**config.mk**
```make
export PLATFORM = sky130hd
export DESIGN_NAME = char_lcd_text_stream_writer
export DESIGN_NICKNAME = d
export VERILOG_FILES = /design/src/design/clw_pkg.sv /design/src/design/clw_front.sv /design/src/design/clw_queue.sv /design/src/design/clw_back.sv /design/src/design/char_lcd_text_stream_writer.sv
export SDC_FILE = /design/constraint.sdc
export NUM_CORES = 1
export LEC_CHECK = 0
export ABC_AREA = 1
export BUFFER_PORTS_ARGS = -buffer_cell sky130_fd_sc_hd__buf_2
export CORE_MARGIN = 2
export CORE_UTILIZATION = 50
export CTS_CLUSTER_SIZE = 16
export DETAILED_ROUTE_END_ITERATION = 16
export HOLD_SLACK_MARGIN = 0.03
export PLACE_DENSITY = 0.77
export SYNTH_ARGS = -nofsm -noshare
export SYNTH_HDL_FRONTEND = slang
export SYNTH_SLANG_ARGS = --single-unit
```
**constraint.sdc**
```tcl
create_clock -name i_clk -period 5.64 [get_ports i_clk]
set_clock_uncertainty 0.05 [all_clocks]
set_input_delay 0.282 -clock i_clk [delete_from_list [all_inputs] [get_ports i_clk]]
set_output_delay 0.282 -clock i_clk [all_outputs]
set_load 0.01 [all_outputs]
```
**src/design/clw_pkg.sv**
```systemverilog
// ----------------------------------------------------------------------------
// clw_pkg: shared types, codes and geometry tables
// Item structs, command codes, job format between the front and back parts,
// and the display geometry tables for the character LCD writer.
// ----------------------------------------------------------------------------
package clw_pkg;

    localparam int GEO_W      = 3;
    localparam int COL_W      = 6;
    localparam int ROW_W      = 2;
    localparam int STEP_W     = 3;

    localparam int QUEUE_DEPTH = 2;
    localparam int QPTR_W      = (QUEUE_DEPTH > 1) ? $clog2(QUEUE_DEPTH) : 1;
    localparam int QCNT_W      = $clog2(QUEUE_DEPTH + 1);

    // Command codes.
    localparam logic [2:0] CMD_CHAR      = 3'd0;
    localparam logic [2:0] CMD_SETPOS    = 3'd1;
    localparam logic [2:0] CMD_CURSOR    = 3'd2;
    localparam logic [2:0] CMD_BLINK     = 3'd3;
    localparam logic [2:0] CMD_BACKLIGHT = 3'd4;
    localparam logic [2:0] CMD_CLEAR     = 3'd5;
    localparam logic [2:0] CMD_HOME      = 3'd6;

    // Special character codes.
    localparam logic [7:0] CH_BACKSPACE = 8'd8;
    localparam logic [7:0] CH_NEWLINE   = 8'd10;
    localparam logic [7:0] CH_RETURN    = 8'd13;

    // LCD opcodes.
    localparam logic [7:0] OP_CLEAR   = 8'h01;
    localparam logic [7:0] OP_HOME    = 8'h02;
    localparam logic [5:0] OP_DISPCTL = 6'b000011;
    localparam logic [7:0] BL_BYTE_ON = 8'h08;

    // Geometry codes.
    localparam logic [2:0] GEO_40X2 = 3'd0;
    localparam logic [2:0] GEO_20X4 = 3'd1;
    localparam logic [2:0] GEO_20X2 = 3'd2;
    localparam logic [2:0] GEO_16X4 = 3'd3;
    localparam logic [2:0] GEO_16X2 = 3'd4;
    localparam logic [2:0] GEO_8X2  = 3'd5;
    localparam logic [2:0] GEO_MAX  = GEO_8X2;
    localparam logic [2:0] GEO_RESET = GEO_20X4;

    // Job modes: a raw single bus byte, one LCD byte, or two LCD bytes.
    localparam logic [1:0] JOB_RAW = 2'd0;
    localparam logic [1:0] JOB_ONE = 2'd1;
    localparam logic [1:0] JOB_TWO = 2'd2;

    typedef struct packed {
        logic [2:0] command;
        logic [7:0] char_code;
        logic [7:0] column_in;
        logic [7:0] row_in;
        logic       flag;
    } t_in_item;

    typedef struct packed {
        logic [7:0]       bus_byte;
        logic             last;
        logic [COL_W-1:0] cursor_column;
        logic [ROW_W-1:0] cursor_row;
    } t_out_item;

    typedef struct packed {
        logic [1:0]       mode;
        logic [7:0]       byte0;
        logic [7:0]       byte1;
        logic             rs1;
        logic             light;
        logic [COL_W-1:0] col;
        logic [ROW_W-1:0] row;
    } t_job;

    function automatic logic four_rows(input logic [GEO_W-1:0] g);
        return (g == GEO_20X4) || (g == GEO_16X4);
    endfunction

    function automatic logic [COL_W-1:0] geo_cols(input logic [GEO_W-1:0] g);
        logic [COL_W-1:0] c;
        case (g) inside
            GEO_40X2:           c = 6'd40;
            GEO_16X4, GEO_16X2: c = 6'd16;
            GEO_8X2:            c = 6'd8;
            default:            c = 6'd20;
        endcase
        return c;
    endfunction

    // Row base addresses in display memory.
    function automatic logic [6:0] geo_base(input logic [GEO_W-1:0] g,
                                            input logic [ROW_W-1:0] r);
        logic [6:0] b;
        case (r)
            2'd0: b = 7'h00;
            2'd1: b = 7'h40;
            2'd2: b = (g == GEO_20X4) ? 7'h14 : ((g == GEO_16X4) ? 7'h10 : 7'h00);
            default: begin
                case (g) inside
                    GEO_20X4: b = 7'h54;
                    GEO_16X4: b = 7'h50;
                    GEO_8X2:  b = 7'h40;
                    default:  b = 7'h00;
                endcase
            end
        endcase
        return b;
    endfunction

    // Column modulo the column count; the value never exceeds 40.
    function automatic logic [COL_W-1:0] mod_cols(input logic [COL_W-1:0] v,
                                                  input logic [GEO_W-1:0] g);
        logic [COL_W-1:0] m;
        case (g) inside
            GEO_40X2:           m = (v >= 6'd40) ? v - 6'd40 : v;
            GEO_16X4, GEO_16X2: m = {2'b00, v[3:0]};
            GEO_8X2:            m = {3'b000, v[2:0]};
            default: begin
                if (v >= 6'd40) begin
                    m = v - 6'd40;
                end else if (v >= 6'd20) begin
                    m = v - 6'd20;
                end else begin
                    m = v;
                end
            end
        endcase
        return m;
    endfunction

    function automatic logic [ROW_W-1:0] mod_rows(input logic [ROW_W-1:0] r,
                                                  input logic [GEO_W-1:0] g);
        return four_rows(g) ? r : {1'b0, r[0]};
    endfunction

    function automatic logic [ROW_W-1:0] next_row(input logic [ROW_W-1:0] r,
                                                  input logic [GEO_W-1:0] g);
        return four_rows(g) ? r + 2'd1 : {1'b0, ~r[0]};
    endfunction

    function automatic logic [7:0] lcd_addr(input logic [COL_W-1:0] col,
                                            input logic [ROW_W-1:0] row,
                                            input logic [GEO_W-1:0] g);
        logic [6:0] s;
        s = {1'b0, mod_cols(col, g)} + geo_base(g, mod_rows(row, g));
        return {1'b1, s};
    endfunction

    function automatic logic [STEP_W-1:0] last_step(input logic [1:0] mode);
        logic [STEP_W-1:0] s;
        unique case (mode)
            JOB_RAW: s = 3'd0;
            JOB_ONE: s = 3'd3;
            default: s = 3'd7;
        endcase
        return s;
    endfunction

endpackage

```
**src/design/clw_front.sv**
```systemverilog
// ----------------------------------------------------------------------------
// clw_front: command decode and cursor state
// Accepts commands, updates cursor, flags and geometry, and queues a job
// that describes the bytes to send for each command that sends any.
// ----------------------------------------------------------------------------
module clw_front (
    input  logic                        i_clk,
    input  logic                        i_rst_n,
    input  logic                        i_cfg_we,
    input  logic [clw_pkg::GEO_W-1:0]   i_cfg_wdata,
    input  logic                        i_in_valid,
    output logic                        o_in_stall,
    input  clw_pkg::t_in_item           i_in_data,
    output logic                        o_push,
    output clw_pkg::t_job               o_job,
    input  logic                        i_full
);
    import clw_pkg::*;

    logic [GEO_W-1:0] r_geometry;
    logic [COL_W-1:0] r_col, n_col;
    logic [ROW_W-1:0] r_row, n_row;
    logic             r_cursor, n_cursor;
    logic             r_blink, n_blink;
    logic             r_light, n_light;

    logic             accept;
    logic             want_push;
    logic [COL_W-1:0] cols;
    logic [COL_W-1:0] inc_col;
    logic [COL_W-1:0] place_col;
    logic [ROW_W-1:0] place_row;
    logic [7:0]       place_addr;
    logic [7:0]       ch;

    assign o_in_stall = i_full;
    assign accept     = i_in_valid && !i_full;
    assign o_push     = accept && want_push;
    assign ch         = i_in_data.char_code;
    assign cols       = geo_cols(r_geometry);
    assign inc_col    = mod_cols(r_col + 6'd1, r_geometry);

    // Placement clamps out-of-range coordinates to zero, for both set position
    // and clear.
    always_comb begin
        if (i_in_data.command == CMD_SETPOS) begin
            place_col = (i_in_data.column_in >= {2'b00, cols}) ?
                        '0 : i_in_data.column_in[COL_W-1:0];
            place_row = (i_in_data.row_in >= (four_rows(r_geometry) ? 8'd4 : 8'd2)) ?
                        '0 : i_in_data.row_in[ROW_W-1:0];
        end else begin
            place_col = (r_col >= cols) ? '0 : r_col;
            place_row = (!four_rows(r_geometry) && r_row[1]) ? '0 : r_row;
        end
        place_addr = lcd_addr(place_col, place_row, r_geometry);
    end

    always_comb begin
        n_col     = r_col;
        n_row     = r_row;
        n_cursor  = r_cursor;
        n_blink   = r_blink;
        n_light   = r_light;
        want_push = 1'b0;
        o_job     = '0;
        unique case (i_in_data.command)
            CMD_CHAR: begin
                if (ch == CH_NEWLINE || ch == CH_RETURN) begin
                    n_col = '0;
                    n_row = next_row(r_row, r_geometry);
                end else if (ch == CH_BACKSPACE) begin
                    if (r_col != '0) begin
                        n_col = r_col - 6'd1;
                    end
                end else begin
                    want_push   = 1'b1;
                    o_job.mode  = JOB_TWO;
                    o_job.byte0 = lcd_addr(r_col, r_row, r_geometry);
                    o_job.byte1 = ch;
                    o_job.rs1   = 1'b1;
                    n_col       = inc_col;
                    if (inc_col == '0) begin
                        n_row = next_row(r_row, r_geometry);
                    end
                end
            end
            CMD_SETPOS: begin
                want_push   = 1'b1;
                o_job.mode  = JOB_ONE;
                o_job.byte0 = place_addr;
                n_col       = place_col;
                n_row       = place_row;
            end
            CMD_CURSOR: begin
                want_push   = 1'b1;
                n_cursor    = i_in_data.flag;
                o_job.mode  = JOB_ONE;
                o_job.byte0 = {OP_DISPCTL, i_in_data.flag, r_blink};
            end
            CMD_BLINK: begin
                want_push   = 1'b1;
                n_blink     = i_in_data.flag;
                o_job.mode  = JOB_ONE;
                o_job.byte0 = {OP_DISPCTL, r_cursor, i_in_data.flag};
            end
            CMD_BACKLIGHT: begin
                want_push   = 1'b1;
                n_light     = i_in_data.flag;
                o_job.mode  = JOB_RAW;
                o_job.byte0 = i_in_data.flag ? BL_BYTE_ON : 8'h00;
            end
            CMD_CLEAR: begin
                want_push   = 1'b1;
                o_job.mode  = JOB_TWO;
                o_job.byte0 = OP_CLEAR;
                o_job.byte1 = place_addr;
                n_col       = place_col;
                n_row       = place_row;
            end
            CMD_HOME: begin
                want_push   = 1'b1;
                o_job.mode  = JOB_ONE;
                o_job.byte0 = OP_HOME;
                n_col       = '0;
                n_row       = '0;
            end
            default: begin
                want_push = 1'b0;
            end
        endcase
        o_job.light = n_light;
        o_job.col   = n_col;
        o_job.row   = n_row;
    end

    always_ff @(posedge i_clk) begin
        if (!i_rst_n) begin
            r_geometry <= GEO_RESET;
            r_col      <= '0;
            r_row      <= '0;
            r_cursor   <= 1'b0;
            r_blink    <= 1'b0;
            r_light    <= 1'b1;
        end else begin
            if (i_cfg_we && i_cfg_wdata <= GEO_MAX) begin
                r_geometry <= i_cfg_wdata;
            end
            if (accept) begin
                r_col    <= n_col;
                r_row    <= n_row;
                r_cursor <= n_cursor;
                r_blink  <= n_blink;
                r_light  <= n_light;
            end
        end
    end

    a_geo_range: assert property (@(posedge i_clk) disable iff (!i_rst_n)
        r_geometry <= GEO_MAX)
        else $error("geometry register holds an unsupported code");

    a_col_range: assert property (@(posedge i_clk) disable iff (!i_rst_n)
        r_col < 6'd40)
        else $error("cursor column beyond the widest geometry");

endmodule

```
**src/design/clw_queue.sv**
```systemverilog
// ----------------------------------------------------------------------------
// clw_queue: job queue
// Short first-in first-out queue that decouples command decode from the
// bus byte sequencer.
// ----------------------------------------------------------------------------
module clw_queue (
    input  logic           i_clk,
    input  logic           i_rst_n,
    input  logic           i_push,
    input  clw_pkg::t_job  i_job,
    output logic           o_full,
    input  logic           i_pop,
    output logic           o_head_valid,
    output clw_pkg::t_job  o_head
);
    import clw_pkg::*;

    t_job              r_mem [QUEUE_DEPTH];
    logic [QPTR_W-1:0] r_wr_ptr;
    logic [QPTR_W-1:0] r_rd_ptr;
    logic [QCNT_W-1:0] r_count;

    assign o_full       = (r_count == QCNT_W'(QUEUE_DEPTH));
    assign o_head_valid = (r_count != '0);
    assign o_head       = r_mem[r_rd_ptr];

    always_ff @(posedge i_clk) begin
        if (i_push) begin
            r_mem[r_wr_ptr] <= i_job;
        end
    end

    always_ff @(posedge i_clk) begin
        if (!i_rst_n) begin
            r_wr_ptr <= '0;
            r_rd_ptr <= '0;
            r_count  <= '0;
        end else begin
            if (i_push) begin
                r_wr_ptr <= (r_wr_ptr == QPTR_W'(QUEUE_DEPTH - 1)) ? '0 : r_wr_ptr + 1'b1;
            end
            if (i_pop) begin
                r_rd_ptr <= (r_rd_ptr == QPTR_W'(QUEUE_DEPTH - 1)) ? '0 : r_rd_ptr + 1'b1;
            end
            if (i_push && !i_pop) begin
                r_count <= r_count + 1'b1;
            end else if (!i_push && i_pop) begin
                r_count <= r_count - 1'b1;
            end
        end
    end

    a_count_bound: assert property (@(posedge i_clk) disable iff (!i_rst_n)
        r_count <= QCNT_W'(QUEUE_DEPTH))
        else $error("queue count beyond its depth");

    a_count_grow: assert property (@(posedge i_clk) disable iff (!i_rst_n)
        (i_push && !i_pop) |=> (r_count == $past(r_count) + 1'b1))
        else $error("queue count did not follow a transfer in");

endmodule

```
**src/design/clw_back.sv**
```systemverilog
// ----------------------------------------------------------------------------
// clw_back: bus byte sequencer
// Walks the queued job one bus byte per cycle unless the output stalls: a raw job's
// byte as is, else high then low nibble of each LCD byte, each as an enable-high byte then an enable-low one.
// ----------------------------------------------------------------------------
module clw_back (
    input  logic               i_clk,
    input  logic               i_rst_n,
    input  logic               i_head_valid,
    input  clw_pkg::t_job      i_head,
    output logic               o_pop,
    output logic               o_out_valid,
    input  logic               i_out_stall,
    output clw_pkg::t_out_item o_out_data
);
    import clw_pkg::*;

    logic [STEP_W-1:0] r_step;
    logic              r_out_valid;
    t_out_item         r_out, n_out;

    logic              adv;
    logic              step_last;
    logic [7:0]        sel_byte;
    logic [3:0]        nib;

    assign adv       = !r_out_valid || !i_out_stall;
    assign step_last = (r_step == last_step(i_head.mode));
    assign o_pop     = adv && i_head_valid && step_last;

    always_comb begin
        sel_byte = r_step[2] ? i_head.byte1 : i_head.byte0;
        nib      = r_step[1] ? sel_byte[3:0] : sel_byte[7:4];
        if (i_head.mode == JOB_RAW) begin
            n_out.bus_byte = i_head.byte0;
        end else begin
            n_out.bus_byte = {nib, i_head.light, ~r_step[0], 1'b0, r_step[2] & i_head.rs1};
        end
        n_out.last          = step_last;
        n_out.cursor_column = i_head.col;
        n_out.cursor_row    = i_head.row;
    end

    always_ff @(posedge i_clk) begin
        if (!i_rst_n) begin
            r_out_valid <= 1'b0;
            r_step      <= '0;
        end else if (adv) begin
            r_out_valid <= i_head_valid;
            if (i_head_valid) begin
                r_step <= step_last ? '0 : r_step + 1'b1;
            end
        end
    end

    always_ff @(posedge i_clk) begin
        if (adv && i_head_valid) begin
            r_out <= n_out;
        end
    end

    assign o_out_valid = r_out_valid;
    assign o_out_data  = r_out;

    a_step_has_job: assert property (@(posedge i_clk) disable iff (!i_rst_n)
        (r_step != '0) |-> i_head_valid)
        else $error("sequencer mid-job with an empty queue");

    a_pop_restarts: assert property (@(posedge i_clk) disable iff (!i_rst_n)
        o_pop |=> (r_step == '0))
        else $error("sequencer did not restart after finishing a job");

endmodule

```
**src/design/char_lcd_text_stream_writer.sv**
```systemverilog
// ----------------------------------------------------------------------------
// char_lcd_text_stream_writer: character LCD text stream writer
// Converts text and control commands into port expander bytes for a 4-bit
// character LCD and tracks the cursor for the selected geometry.
// ----------------------------------------------------------------------------
// The first bus byte of a command is registered in the job queue, then in the back-end
// sequencer's output register. Throughput: one bus byte per cycle unless the output stalls;
// a character or clear sends two LCD bytes, set position, cursor, blink and home one,
// backlight one raw bus byte, newline/backspace none; a two-entry job queue lets
// commands enter while earlier ones are still being sent.
// Reset (synchronous, active low): cursor at 0/0, cursor and blink off,
// backlight on, geometry 20x4, queue and output empty.
module char_lcd_text_stream_writer (
    input  logic                       i_clk,
    input  logic                       i_rst_n,
    input  logic                       i_cfg_we,
    input  logic [clw_pkg::GEO_W-1:0]  i_cfg_wdata,
    input  logic                       i_in_valid,
    output logic                       o_in_stall,
    input  clw_pkg::t_in_item          i_in_data,
    output logic                       o_out_valid,
    input  logic                       i_out_stall,
    output clw_pkg::t_out_item         o_out_data
);
    import clw_pkg::*;

    logic push;
    logic pop;
    logic full;
    logic head_valid;
    t_job job;
    t_job head;

    clw_front u_front (
        .i_clk       (i_clk),
        .i_rst_n     (i_rst_n),
        .i_cfg_we    (i_cfg_we),
        .i_cfg_wdata (i_cfg_wdata),
        .i_in_valid  (i_in_valid),
        .o_in_stall  (o_in_stall),
        .i_in_data   (i_in_data),
        .o_push      (push),
        .o_job       (job),
        .i_full      (full)
    );

    clw_queue u_queue (
        .i_clk        (i_clk),
        .i_rst_n      (i_rst_n),
        .i_push       (push),
        .i_job        (job),
        .o_full       (full),
        .i_pop        (pop),
        .o_head_valid (head_valid),
        .o_head       (head)
    );

    clw_back u_back (
        .i_clk        (i_clk),
        .i_rst_n      (i_rst_n),
        .i_head_valid (head_valid),
        .i_head       (head),
        .o_pop        (pop),
        .o_out_valid  (o_out_valid),
        .i_out_stall  (i_out_stall),
        .o_out_data   (o_out_data)
    );

endmodule

```
==> key figures, run 1 <==
Worst setup path
  – Critical Path Source Type: flip-flop
  – Slowest cell on the critical path: sky130_fd_sc_hd__a21oi_1
  – Worst setup EP type: flip-flop
  – Max Fanout on Critical Path: 9
  – Family with the most delay on the worst path: adder cells
  – Critical path's most frequent cell: sky130_fd_sc_hd__nand2_1
  – Worst path bufs/invs: 7
  – Required time at the endpoint of the critical path: 5.64 ns
  – Delay contributed by the slowest stage of the critical path: 0.42 ns
  – Arrival time reported for the critical path endpoint: 4.51 ns
  – Critical setup path kind: flip-flop to flip-flop

Global route
  – Maximum number of pins on one net before global-route repair: 29
  – Combined global-route utilization of all metal layers: 23.2%
  – Routing usage on met3: 4.25%
  – Via count of the first global-routing pass: 4,663
  – Most Crowded Layer GR: met2
  – GR Util met2: 36.0%
  – Total overflow reported by the global router: 0
  – Antenna violations before repair: 0
  – Met1 layer usage reported by global route: 32.8%
  – Wire length of the first global-routing pass: 23,500 µm

Logic synthesis
  – Simple-gate share of the synthesized area: 24.4%
  – Dominant cells by area after synthesis: sky130_fd_sc_hd__edfxtp_1 (36%), sky130_fd_sc_hd__nand2_1 (11%), sky130_fd_sc_hd__ha_1 (8.3%)
  – Portion of synthesized cell area occupied by the leading cell type: 36.3%
  – Dominant cell type by area after synthesis: sky130_fd_sc_hd__edfxtp_1
  – Synth Area in Compound Gates: 13.2%
  – Most instantiated library cell after synthesis: sky130_fd_sc_hd__nand2_1
  – FFs w/ async S/R, synth: 0%
  – Yosys warns: 0
  – Net Count, Synth: 818
  – Post-synth cell types: 48
  – Post-Synth Adder-Cell Area: 8.29%
  – Largest family of logic cells by synthesized area: simple AND/OR/NAND/NOR gates
  – Synth Area per Inst: 8.14 µm²
  – Seq/Total Area, Yosys: 43.9%
  – Post-synthesis share of cell area spent on xor and xnor gates: 1.57%
  – Most used DFF post-synth: sky130_fd_sc_hd__edfxtp_1
  – Post-Syn Instances: 742
  – Post-synthesis instance area: 0.00604 mm²
  – Number of flops mapped to enable cells by yosys: 73
  – Multiplexer share of the synthesized area: 0.829%
  – Commonest cells post-synth: sky130_fd_sc_hd__nand2_1 (184), sky130_fd_sc_hd__inv_1 (98), sky130_fd_sc_hd__edfxtp_1 (73), sky130_fd_sc_hd__nor2_1 (54)
  – Number of storage elements in the synthesis netlist: 96

Clock network
  – Buffer cell driving the clock tree root: sky130_fd_sc_hd__clkbuf_16
  – Clock insertion delay at the later pin of the skew report: 0.35 ns
  – CTS sink cnt: 96
  – Hold_buf cts: 0
  – Post-CTS sizing: 0
  – CTS H-Tree Depth: 3
  – Number of post-CTS setup repair buffers: 0
  – Buffer depth of the longest clock path: 2
  – TritonCTS clock tree: done
  – Clock transition at the registers of the reported paths: 0.07 ns
  – TritonCTS buffer count: 9

Cells and area
  – Final cell area excluding filler cells: 0.00678 mm²
  – Fraction of final layout cells with drive strength greater than 1: 14.4%
  – Post-layout nets: 876
  – Area growth from synthesis to layout: 12.3%
  – Final-layout fill cell count: 1,072
  – Final antenna diode count: 0

Power and ir drop
  – Maximum vdd ir drop: 0.145 mV
  – Power share of the sequential group: 40.2%
  – Areal power density over the cells: 386 mW/mm²
  – Proportion of power drawn by combinational gates: 37.1%
  – Clock network power share: 22.7%
  – Net Switching: 0.998 mW
  – Cell internal pwr: 1.62 mW
  – Leakage Power: 3.12 nW
  – Sw frac: 38.1%

Routing
  – Post-detailed-routing wire length: 14,500 µm
  – DRC violation count after routing: 0
  – Pre-Repair DR Iteration Count: 5
  – Number of routed nets with antenna violations: 0
  – Average wire per cell in the routed design: 15.2 µm
  – Detailed-route via count: 5,190
  – Number of DRC markers in iteration 0: 529
  – Vias per inst: 5.45

Floorplan
  – Initial core utilization: 50.7%
  – Die span in x: 114 µm
  – Die extent in y: 114 µm
  – Std cell rows: 40
  – # IOs: 55
  – Die area: 0.0130 mm²
  – Placeable core region: 0.0119 mm²

Timing
  – Max-slew violations: 0
  – Post-route fraction of the period consumed by the critical path: 80.0%
  – Post-Route Setup TNS: 0 ns
  – Highest clock rate: 222 MHz
  – Slew at the pin closest to its max-slew limit: 0.737 ns
  – RSZ-0062 raised after global routing: false
  – Setup violations, final: 0
  – Post-layout minimum cycle time: 4.51 ns
  – Worst rel slew slack: 50.8%
  – Number of hold violations in the final report: 0
  – Hold_ws: 0.113 ns

Placed design
  – Placed cell area: 0.00648 mm²
  – Post-DP HPWL: 10,900 µm
  – Final weighted congestion in routability-driven placement: 1.03
  – Count of port buffers added during placement: 54

Outcome
  – Run status: completed

Run
  – Max cap viols: 0

Min path
  – Class of the tightest hold or removal check: input port to flip-flop
## cell families after synthesis
group	count (synthesis)
buffers and inverters	122
adder cells (fa/ha/maj)	40
XOR/XNOR	10
flip-flops	96
multiplexers	5
AO/OA/AOI/OAI	136
AND/OR/NAND/NOR	333
## per-stage QoR
step / setup WS [ns] / power [mW] / cells / utilization [%]
2_1_floorplan: 1.66 / 1.73 / 742 / -
3_3_place_gp: 1.31 / 2.02 / 936 / 54.4
3_5_place_dp: 1.17 / 2.03 / 936 / 54.4
4_1_cts: 1.13 / 2.63 / 952 / 56.9
5_1_grt: 0.513 / 2.80 / 952 / 56.9
6_report: 1.13 / 2.62 / 952 / 56.9
## power groups by stage
| stage | clock network (mW) | registers [mW] | logic (mW) |
|---|---|---|---|
| after floorplan | 0 | 1.08 | 0.647 |
| after global routing | 0.625 | 1.07 | 1.10 |
| after CTS | 0.604 | 1.06 | 0.968 |
| after detailed placement | 0 | 1.07 | 0.962 |
| after global placement | 0 | 1.06 | 0.955 |
| final | 0.594 | 1.05 | 0.973 |
## state kept, by name, indices dropped and copies added (netlist names), 2 cells and up, named ones only
| register | cells |
|---|---|
| u_queue.r_count | 2 |
| u_back.o_out_data | 17 |
| u_front.r_geometry | 3 |
| u_front.r_col | 6 |
| u_front.r_row | 2 |
| u_queue.r_mem | 56 |
| u_back.r_step | 3 |
## cells in the final DEF (no fill, tap or decap), types with 2 or more instances in the layout
master and count:
sky130_fd_sc_hd__o22ai_1 2, sky130_fd_sc_hd__nand4_1 10, sky130_fd_sc_hd__a21oi_2 2, sky130_fd_sc_hd__xor2_1 6
sky130_fd_sc_hd__dfxtp_1 23, sky130_fd_sc_hd__edfxtp_1 73, sky130_fd_sc_hd__xnor2_1 3, sky130_fd_sc_hd__clkbuf_16 10
sky130_fd_sc_hd__inv_1 98, sky130_fd_sc_hd__nand3_2 2, sky130_fd_sc_hd__nor3_2 2, sky130_fd_sc_hd__a31oi_1 7
sky130_fd_sc_hd__clkinv_1 2, sky130_fd_sc_hd__nor3_1 5, sky130_fd_sc_hd__nor2_4 2, sky130_fd_sc_hd__a211oi_1 9
sky130_fd_sc_hd__nor4_1 2, sky130_fd_sc_hd__clkinvlp_4 2, sky130_fd_sc_hd__nand4_2 2, sky130_fd_sc_hd__nand2_1 184
sky130_fd_sc_hd__o21ai_0 41, sky130_fd_sc_hd__nand2_2 8, sky130_fd_sc_hd__a21oi_1 50, sky130_fd_sc_hd__buf_4 6
sky130_fd_sc_hd__inv_2 8, sky130_fd_sc_hd__nor2_2 8, sky130_fd_sc_hd__o21ai_1 4, sky130_fd_sc_hd__o211ai_1 5
sky130_fd_sc_hd__o2111ai_1 3, sky130_fd_sc_hd__a221oi_1 2, sky130_fd_sc_hd__ha_1 40, sky130_fd_sc_hd__inv_6 3
sky130_fd_sc_hd__nand3_1 50, sky130_fd_sc_hd__mux2i_1 5, sky130_fd_sc_hd__nor2_1 52, sky130_fd_sc_hd__buf_2 54
sky130_fd_sc_hd__o221ai_1 5, sky130_fd_sc_hd__and2_1 2
## tightest hold or removal path, stage by stage
cell	delay, ns
sky130_fd_sc_hd__buf_2	0.08
sky130_fd_sc_hd__nand2_1	0.04
sky130_fd_sc_hd__o211ai_1	0.07
## per-layer routing
layer	up-vias	part of all wire (%)
li1	2625	-
met1	2337	45
met2	198	45
met3	30	6.7
met4	0	2.5
met5	-	0
## area by class of cell
cell class,count,area (µm²),area share [%]
Clock buffer,10,250,3.69
Clock inverter,6,46.3,0.683
Inverter,109,412,6.07
Multi-Input combinational cell,524,2920,43.1
Sequential cell,96,2650,39.1
Tap cell,147,184,2.71
Timing Repair Buffer,60,315,4.65
## worst paths after layout
path / startpoint / slack [ns] / end / depth (start not counted)
worst max-delay path: u_front.r_geometry[1] / 1.13 / u_queue.r_mem[0][14] / 26
worst min-delay path: i_cfg_wdata[0] / 0.11 / u_front.r_geometry[0] / 3
worst max register to register: u_front.r_geometry[1] / 1.13 / u_queue.r_mem[0][14] / 26
worst min register to register: u_back.o_out_valid / 0.42 / u_back.o_out_valid / 2
Power figures use the tool's default switching activity.
==> run 2, diff against run 1 <==
PLACE_DENSITY = 0.8   (was 0.77)
clock period = 4.05 ns   (was 5.64 ns; I/O delays follow)
==> run 2 against run 1 <==
Fmax up 18%. Worst setup slack worse by 0.90 ns. Critical endpoint is now u_queue.r_mem[1][14]. Largest power group is now combinational cells. Clock power up 39%. Critical path depth down 1. Core utilization up 2.3 points.
==> key figures, run 2 (synthesized netlist as in run 1, its figures left out) <==
Worst setup path
  – Arrival time reported for the critical path endpoint: 3.83 ns
  – Critical Path Source Type: flip-flop
  – Slowest cell on the critical path: sky130_fd_sc_hd__dfxtp_2
  – Worst setup EP type: flip-flop
  – Critical path's most frequent cell: sky130_fd_sc_hd__inv_2
  – Required time at the endpoint of the critical path: 4.06 ns
  – Delay contributed by the slowest stage of the critical path: 0.34 ns
  – Critical setup path kind: flip-flop to flip-flop
  – Max Fanout on Critical Path: 5

Global route
  – Antenna violations before repair: 0
  – Combined global-route utilization of all metal layers: 23.3%
  – Maximum number of pins on one net before global-route repair: 29
  – Total overflow reported by the global router: 0
  – Wire length of the first global-routing pass: 23,800 µm
  – Via count of the first global-routing pass: 4,887

Placed design
  – Final weighted congestion in routability-driven placement: 0.977
  – Count of port buffers added during placement: 54
  – Placed instance count: 952
  – Post-DP HPWL: 11,100 µm
  – Worst setup slack before clock tree synthesis: 0.0624 ns

Routing
  – Detailed route wirelength on metal2: 6900 µm
  – Detailed-route via count: 5,483
  – Average wire per cell in the routed design: 15.5 µm
  – Wl on met1: 6670 µm
  – Number of DRC markers in iteration 0: 688
  – Highest routing layer actually used: met4
  – DRC violation count after routing: 0
  – Post-detailed-routing wire length: 15,200 µm
  – Vias per inst: 5.62
  – Pre-Repair DR Iteration Count: 5
  – Number of routed nets with antenna violations: 0
  – Routed length on met3: 1150 µm

Cells and area
  – Final antenna diode count: 0
  – Post-layout nets: 899
  – Register with the most flip-flops: u_queue.r_mem
  – Register Area: 0.00266 mm²
  – Fraction of final layout cells with drive strength greater than 1: 20.5%
  – Commonest non-fill, non-tap cells in the layout: sky130_fd_sc_hd__nand2_1 (176), sky130_fd_sc_hd__inv_1 (91), sky130_fd_sc_hd__edfxtp_1 (73)
  – Final std cells w/o fill: 975
  – Final-layout fill cell count: 1,031
  – Commonest non-fill, non-tap cell in the layout: sky130_fd_sc_hd__nand2_1
  – Flip-flop count of the largest register after layout: 56
  – Area growth from synthesis to layout: 16.7%
  – Area used by multi-input combinational logic: 0.00302 mm²

Floorplan
  – Die extent in y: 114 µm
  – Initial core utilization: 50.7%
  – # IOs: 55
  – Std cell rows: 40
  – Die area: 0.0130 mm²
  – Die span in x: 114 µm
  – Placeable core region: 0.0119 mm²

Power and ir drop
  – Net Switching: 1.46 mW
  – Cell internal pwr: 2.30 mW
  – Clock network power share: 22.0%
  – Power share of the sequential group: 38.5%
  – Maximum vdd ir drop: 0.272 mV
  – Proportion of power drawn by combinational gates: 39.5%
  – Leakage Power: 3.23 nW
  – Areal power density over the cells: 533 mW/mm²
  – Sw frac: 38.8%
  – Overall power consumption: 3.76 mW

Timing
  – Highest clock rate: 262 MHz
  – Hold_ws: 0.0411 ns
  – Slack of the critical path: 0.231 ns
  – Worst rel slew slack: 53.3%
  – Post-layout minimum cycle time: 3.82 ns
  – Max-slew violations: 0
  – Number of hold violations in the final report: 0
  – Slew at the pin closest to its max-slew limit: 0.699 ns
  – Setup violations, final: 0
  – Post-route fraction of the period consumed by the critical path: 94.3%

Clock network
  – Buffer cell driving the clock tree root: sky130_fd_sc_hd__clkbuf_16
  – TritonCTS clock tree: done
  – CTS H-Tree Depth: 3
  – Hold_buf cts: 0
  – CTS sink cnt: 96
  – Buffer depth of the longest clock path: 2
  – Clock insertion delay at the later pin of the skew report: 0.34 ns
  – TritonCTS buffer count: 9
  – Clock transition at the registers of the reported paths: 0.07 ns

Outcome
  – Run status: completed

Min path
  – Class of the tightest hold or removal check: input port to flip-flop

Run
  – Max cap viols: 0
[run 2: cell count changes in the layout (fill, tap and decap cells not counted), moves of 3 or more]
cell,before,now
sky130_fd_sc_hd__buf_4,6,29
sky130_fd_sc_hd__nand2_1,184,176
sky130_fd_sc_hd__inv_1,98,91
sky130_fd_sc_hd__nand2_2,8,14
sky130_fd_sc_hd__inv_2,8,13
sky130_fd_sc_hd__ha_1,40,36
sky130_fd_sc_hd__ha_2,0,4
sky130_fd_sc_hd__nand3_1,50,46
sky130_fd_sc_hd__nand3_2,2,6
sky130_fd_sc_hd__clkinv_4,0,3
sky130_fd_sc_hd__dfxtp_1,23,20
sky130_fd_sc_hd__dfxtp_2,0,3
[run 2: metal layers]
metal  up-vias  track usage (%)
met5         -                0
met4         0             8.54
met3        40             4.25
met2       257             37.2
met1      2521             31.8
li1       2665                -
[run 2: path summary, 6_finish.rpt]
check / from / end / slack (ns) / depth (start not counted)
worst max-delay path: u_front.r_geometry[2] / u_queue.r_mem[1][14] / 0.23 / 25
worst min-delay path: i_cfg_wdata[0] / u_front.r_geometry[0] / 0.04 / 3
worst max register to register: u_front.r_geometry[2] / u_queue.r_mem[1][14] / 0.23 / 25
worst min register to register: u_back.o_out_valid / u_back.o_out_valid / 0.43 / 2
[run 2: stage by stage]
step / instance area, µm² / TNS [ns] / utilization (%)
5_1_grt: 7050 / -0.151 / 59.2
3_3_place_gp: 6610 / 0 / 55.5
6_report: 7050 / 0 / 59.2
2_1_floorplan: 6040 / 0 / -
4_1_cts: 6890 / 0 / 57.9
3_5_place_dp: 6610 / 0 / 55.5
[run 2: power by group through the flow]
stage | combinational [mW] | sequential, mW | clock (mW)
after detailed placement | 1.41 | 1.47 | 0
after global placement | 1.38 | 1.46 | 0
final | 1.48 | 1.45 | 0.825
after floorplan | 0.901 | 1.51 | 0
after global routing | 1.64 | 1.47 | 0.875
after CTS | 1.41 | 1.45 | 0.829
[run 2: critical path, delay by kind of cell, from the launching register on]
family	cells	cell delay [ns]
adder cells (fa/ha/maj)	2	0.57
XOR/XNOR	1	0.23
AO/OA/AOI/OAI	4	0.58
AND/OR/NAND/NOR	13	1.27
flip-flops	1	0.34
buffers and inverters	5	0.49
[run 2: layout make-up]
cell class | instances | share of cell area, %
Clock buffer | 9 | 3.19
Clock inverter | 7 | 0.887
Inverter | 109 | 5.91
Multi-Input combinational cell | 524 | 42.8
Sequential cell | 96 | 37.7
Tap cell | 147 | 2.61
Timing Repair Buffer | 83 | 6.92
[run 2: repair_timing]
item                                    4_1_cts  5_1_grt
setup buffers                                 0        7
endpoints found under the setup margin        0       20
gates resized for setup                       0       40
